[config.mk]
export PLATFORM = sky130hd
export DESIGN_NAME = fsge_rule
export DESIGN_NICKNAME = d
export VERILOG_FILES = /design/src/design/fsge_pkg.sv /design/src/design/fsge_rule.sv
export SDC_FILE = /design/constraint.sdc
export NUM_CORES = 1
export LEC_CHECK = 0
export ABC_AREA = 1
export BUFFER_PORTS_ARGS = -buffer_cell sky130_fd_sc_hd__buf_2
export CORE_MARGIN = 2
export CORE_UTILIZATION = 46
export DETAILED_ROUTE_END_ITERATION = 8
export GPL_TIMING_DRIVEN = 0
export PLACE_DENSITY = 0.81
export SLEW_MARGIN = 20
export SYNTH_ARGS = -nofsm -noshare
export SYNTH_HDL_FRONTEND = slang
export SYNTH_SLANG_ARGS = --single-unit
[constraint.sdc]
create_clock -name vclk -period 1.3
set_input_delay 0.26 -clock vclk [all_inputs]
set_output_delay 0.26 -clock vclk [all_outputs]
set_load 0.01 [all_outputs]
[src/design/fsge_pkg.sv]
`timescale 1ns / 1ps
// Shared types, codes and default sizes of the falling sand grid engine.
package fsge_pkg;

    localparam int GRID_COLUMNS_DEF = 160;
    localparam int GRID_ROWS_DEF = 120;
    localparam int MAT_BITS = 2;
    localparam int CELL_DEPTH_DEF = ((GRID_ROWS_DEF + 1) / 2) * GRID_COLUMNS_DEF;

    typedef logic [MAT_BITS-1:0] mat_t;

    localparam mat_t MAT_EMPTY = 2'd0;
    localparam mat_t MAT_SAND = 2'd1;
    localparam mat_t MAT_WALL = 2'd2;
    localparam mat_t MAT_WATER = 2'd3;

    typedef enum logic [1:0] {
        KIND_WRITE,
        KIND_READ,
        KIND_CLEAR,
        KIND_UPDATE
    } kind_t;

    typedef enum logic [1:0] {
        ST_CLEAR,
        ST_IDLE,
        ST_READ,
        ST_UPDATE
    } state_t;

    typedef struct packed {
        mat_t prev;
        mat_t here;
        mat_t next;
    } win_t;

    typedef struct packed {
        logic skip;
        logic first_prev;
    } rule_ctl_t;

endpackage

[src/design/fsge_rule.sv]
`timescale 1ns / 1ps
// Movement rule for one cell, applied to a three cell window of two rows.
module fsge_rule
    import fsge_pkg::*;
(
    input  win_t      cur,
    input  win_t      low,
    input  rule_ctl_t ctl,
    output win_t      cur_new,
    output win_t      low_new,
    output logic      skip_next
);

    mat_t m;
    mat_t low_first;
    mat_t low_second;
    mat_t cur_first;
    mat_t cur_second;
    logic active;

    always_comb
    begin
        m = cur.here;
        active = !ctl.skip && (m == MAT_SAND || m == MAT_WATER);
        low_first = ctl.first_prev ? low.prev : low.next;
        low_second = ctl.first_prev ? low.next : low.prev;
        cur_first = ctl.first_prev ? cur.prev : cur.next;
        cur_second = ctl.first_prev ? cur.next : cur.prev;
        cur_new = cur;
        low_new = low;
        skip_next = 1'b0;
        if (active)
        begin
            if (low.here == MAT_EMPTY)
            begin
                low_new.here = m;
                cur_new.here = MAT_EMPTY;
            end
            else if (m == MAT_SAND && low.here == MAT_WATER)
            begin
                low_new.here = MAT_SAND;
                cur_new.here = MAT_WATER;
            end
            else if (low_first == MAT_EMPTY)
            begin
                cur_new.here = MAT_EMPTY;
                if (ctl.first_prev)
                begin
                    low_new.prev = m;
                end
                else
                begin
                    low_new.next = m;
                end
            end
            else if (low_second == MAT_EMPTY)
            begin
                cur_new.here = MAT_EMPTY;
                if (ctl.first_prev)
                begin
                    low_new.next = m;
                end
                else
                begin
                    low_new.prev = m;
                end
            end
            else if (m == MAT_WATER && cur_first == MAT_EMPTY)
            begin
                cur_new.here = MAT_EMPTY;
                skip_next = !ctl.first_prev;
                if (ctl.first_prev)
                begin
                    cur_new.prev = m;
                end
                else
                begin
                    cur_new.next = m;
                end
            end
            else if (m == MAT_WATER && cur_second == MAT_EMPTY)
            begin
                cur_new.here = MAT_EMPTY;
                skip_next = ctl.first_prev;
                if (ctl.first_prev)
                begin
                    cur_new.next = m;
                end
                else
                begin
                    cur_new.prev = m;
                end
            end
        end
    end

endmodule

[Word level (Yosys, flattened, before mapping)]
Index checks and enable logic that the tools add are counted.
Widths: inputs -> output; s select.
Word-level totals
  register bits after elaboration: 0
  bits in latches: 0
  RAM bits: 0
  bits in read-only memories: 0
  output and inout bits: 13
  memories: 0
Cells by class
  add/subtract/negate cells: 0
  multiply operators: 0
  divide/modulo/power cells: 0
  magnitude comparators: 0
  equal/unequal tests: 3
  shift-type cells: 0
  mux-type cells: 45
  bitwise logic cells: 0
  reductions and logical operators: 12
Operators with widths (count)
  $mux 2: 34
  $mux 6: 4
  $logic_not 2->1: 5
  $mux 1: 7
  $eq 2x2->1 const B: 2
  $logic_and 1x1->1: 4
  $eq 2x1->1 const B: 1
  $logic_not 1->1: 2
  $logic_or 1x1->1: 1

[Depth between registers and ports, before layout]
  word-level depth: 10
  gate-level depth with buffers: 10
  depth with buffers taken out: 9

[Least setup slack after synthesis]
No wires, ideal clock.
  path kind: input to output
  start point: input port ctl[0] in the netlist's numbering
  end point: output port cur_new[2] in the netlist's numbering
  arrival time: 1.172 ns
  setup slack: -0.132 ns
  stages: 10
  path buffers: 1
  cells stage by stage: buf_6 inv_8 nand2_2 nand2_2 nor2_4 nor2_4 nand3_1 nand2_1 nand2_1 a21oi_1
RTL lines
  start, declared: RTL line fsge_rule.sv:8  | input rule_ctl_t ctl,
  end, declared: RTL line fsge_rule.sv:9  | output win_t cur_new,

==> impl_metrics.tcl <==
set metrics [dict create \
    die_footprint_um2 1650 \
    tmin_final_ns 1.62 \
    instances_no_fill 165 \
    antenna_left 0 \
    post_route_drc_violation_count 0 \
    synth.top_cells.by_area "nand2_1 (20%), nor2_4 (9.1%), inv_1 (7.9%)" \
    fp-row-count 13 \
    dieHeight_um 40.7 \
    hold_viol 0 \
    route.detailed.wl_per_inst_um 15.8 \
    dp_hpwl_um 1530 \
    most_used_standard_cell_by_instance_count_after_synthesis "nand2_1" \
    nFlopsAndLatches 0 \
    setup_total_negative_slack_ns -3.20 \
    globalRouteOverflowTotal 0 \
    synth_nets 131 \
    maxCapViolations 0 \
    worst-slew-pin-transition_ns 0.237 \
    number_of_antenna_repair_diodes 0 \
    final_layout_size_suffix_gt1_frac 0.627 \
    synthTopCellsByCount "nand2_1 (33), inv_1 (13), nor2_1 (10), a21oi_1 (9), nand3_1 (9)" \
    yosys_warn_count 0 \
    globalplace.congestion 0.873 \
    power-per-cell-area_nw_per_um2 386 \
    cpPeakStageDelay_ns 0.13 \
    floorplan.core_area_um2 1280 \
    effective_utilization_at_floorplan 0.481 \
    areaGrowthSynthToFinish_pct 85.0 \
    layout_setup_ws_ns -0.317 \
    final.hold.worst_slack_ns 0.845 \
    crit_path_max_fanout 7 \
    syn_area_um2 618 \
    failed_checks "negative setup slack" \
    yosys.area.top_type_share 0.200 \
    detail_route.wirelength_um 2610 \
    critPathSlowestCell "buf_2" \
    critPathKind "in2out" \
    required_ns 1.04 \
    antenna_found_initial 0 \
    routed_via_density 5.92 \
    critPathCaptureType "primary output" \
    final-max-slew-violation-count 0 \
    drt_iter0_markers 32 \
    synth_cells 117 \
    grt_max_degree 11 \
    vdd_ir_drop_max_mv 0.234 \
    setup-violations-final 12 \
    report.power.total_mw 0.441 \
    run_status "finished, violations left" \
    crit_arrival_ns 1.36 \
    synth_cell_type_count 23 \
    num-clock-buffers 0 \
    post-route-period-util 1.24 \
    placedCellCount 158 \
    post_synth.cell_area_avg_um2 5.28 \
    worstSetupStartpointType "input pin" \
    yosysTopAreaCell "nand2_1" \
    port-buffer-count 26 \
    cp_cell_sequence "buf_2, inv_1, nand2_1, inv_2, nand3_2, inv_2, nand2_4, inv_6, o21a_1, nor2_2, buf_2" \
    fp.dieW_um 40.7 \
    regArea_um2 0 \
    timing.slew.headroom 0.842 \
    wire_length_of_the_first_global_routing_pass_um 3340 \
    track_usage 0.286 \
    total_via_count_in_the_routed_design 976 \
    leakage_power_total_nw 0.539 \
    layout.nets 166 \
    share_of_the_yosys_chip_area_belonging_to_registers 0 \
    drtPass1Iterations 4 \
    setup_repair_after_global_routing_missed_its_margin "yes" \
    maximum_clock_frequency_mhz 619 \
    ioPinCount 27 \
    min_path_type "in2out" \
    vias_in_the_first_global_route 814 \
]
==> final cells by class <==
cell class                 count  area (um2)
buffer                         2        47.5
inverter                      16        82.6
fill                          67         141
tap                           15        18.8
multi-input combinational     99         771
timing repair inverter         1        8.76
timing repair buffer          32         215
==> report_power, final <==
group / leakage [nW] / switching, mW / total [mW] / internal [mW]
Sequential: 0 / 0 / 0 / 0
Combinational: 0.539 / 0.267 / 0.441 / 0.174
Clock: 0 / 0 / 0 / 0
Total: 0.539 / 0.267 / 0.441 / 0.174
==> worst max-delay path, delay by kind of cell <==
kind	cells	cell delay, ns
buf+inv	6	0.64
simple gates	4	0.33
compound gates	1	0.13
==> per-layer routing <==
metal | wire length (um) | global-route usage | vias to the layer above
met4 | 72 | 0.0917 | 0
met5 | 0 | 0 | -
met1 | 986 | 0.321 | 455
met3 | 134 | 0.0163 | 11
li1 | - | - | 455
met2 | 1410 | 0.560 | 55
==> per-stage QoR <==
stage	utilization	setup WS, ns	cell area, um2
after floorplan	-	-0.0948	696
after global placement	0.657	-0.319	845
after detailed placement	0.657	-0.355	845
after CTS	0.774	-0.250	995
after global routing	0.890	-0.398	1140
final	0.890	-0.317	1140
==> placed cells by master (no fill, tap or decap) <==
master    instances
clkinv_4          1
buf_4             7
o21ai_0           4
nand2_4           9
a21boi_2          2
a21oi_2           7
a21oi_1           2
o21bai_1          1
o21ai_1           6
o21ai_4           2
inv_12            1
o21a_1            2
nor2_1            7
buf_8             1
nand2_2          11
o31ai_2           1
inv_1             9
nand2_8           3
a21oi_4           1
buf_6             4
buf_12            1
inv_6             2
inv_2             4
nor2_2            3
clkbuf_4          1
nand3_2           3
nand4_1           3
o21ai_2           2
nor2_4            5
buf_2            19
buf_16            1
nand2_1          17
nand3_1           5
nand3_4           2
nand4_4           1
==> path summary, 6_finish.rpt <==
path	from	end	cells past startpoint
hold / removal	ctl[1]	low_new[3]	3
setup / recovery	ctl[1]	cur_new[4]	11
==> cell families (layout without fill, tap and decap cells) <==
kind of cell / Yosys count / in the layout / share of synthesized area
AND/OR/NAND/NOR: 69 / 69 / 0.571
AO/OA/AOI/OAI: 30 / 30 / 0.279
buffers and inverters: 18 / 51 / 0.150
==> repair_timing <==
| action | 4_1_cts | 5_1_grt |
|---|---|---|
| pin swaps | 9 | 17 |
| endpoints found under the setup margin | 11 | 12 |
| buffers inserted | 4 | 2 |
| hold buffers | 0 | 0 |
| gates resized for setup | 32 | 35 |
| cloned | 1 | 0 |
Note: power is estimated with default switching activity, not from simulation.
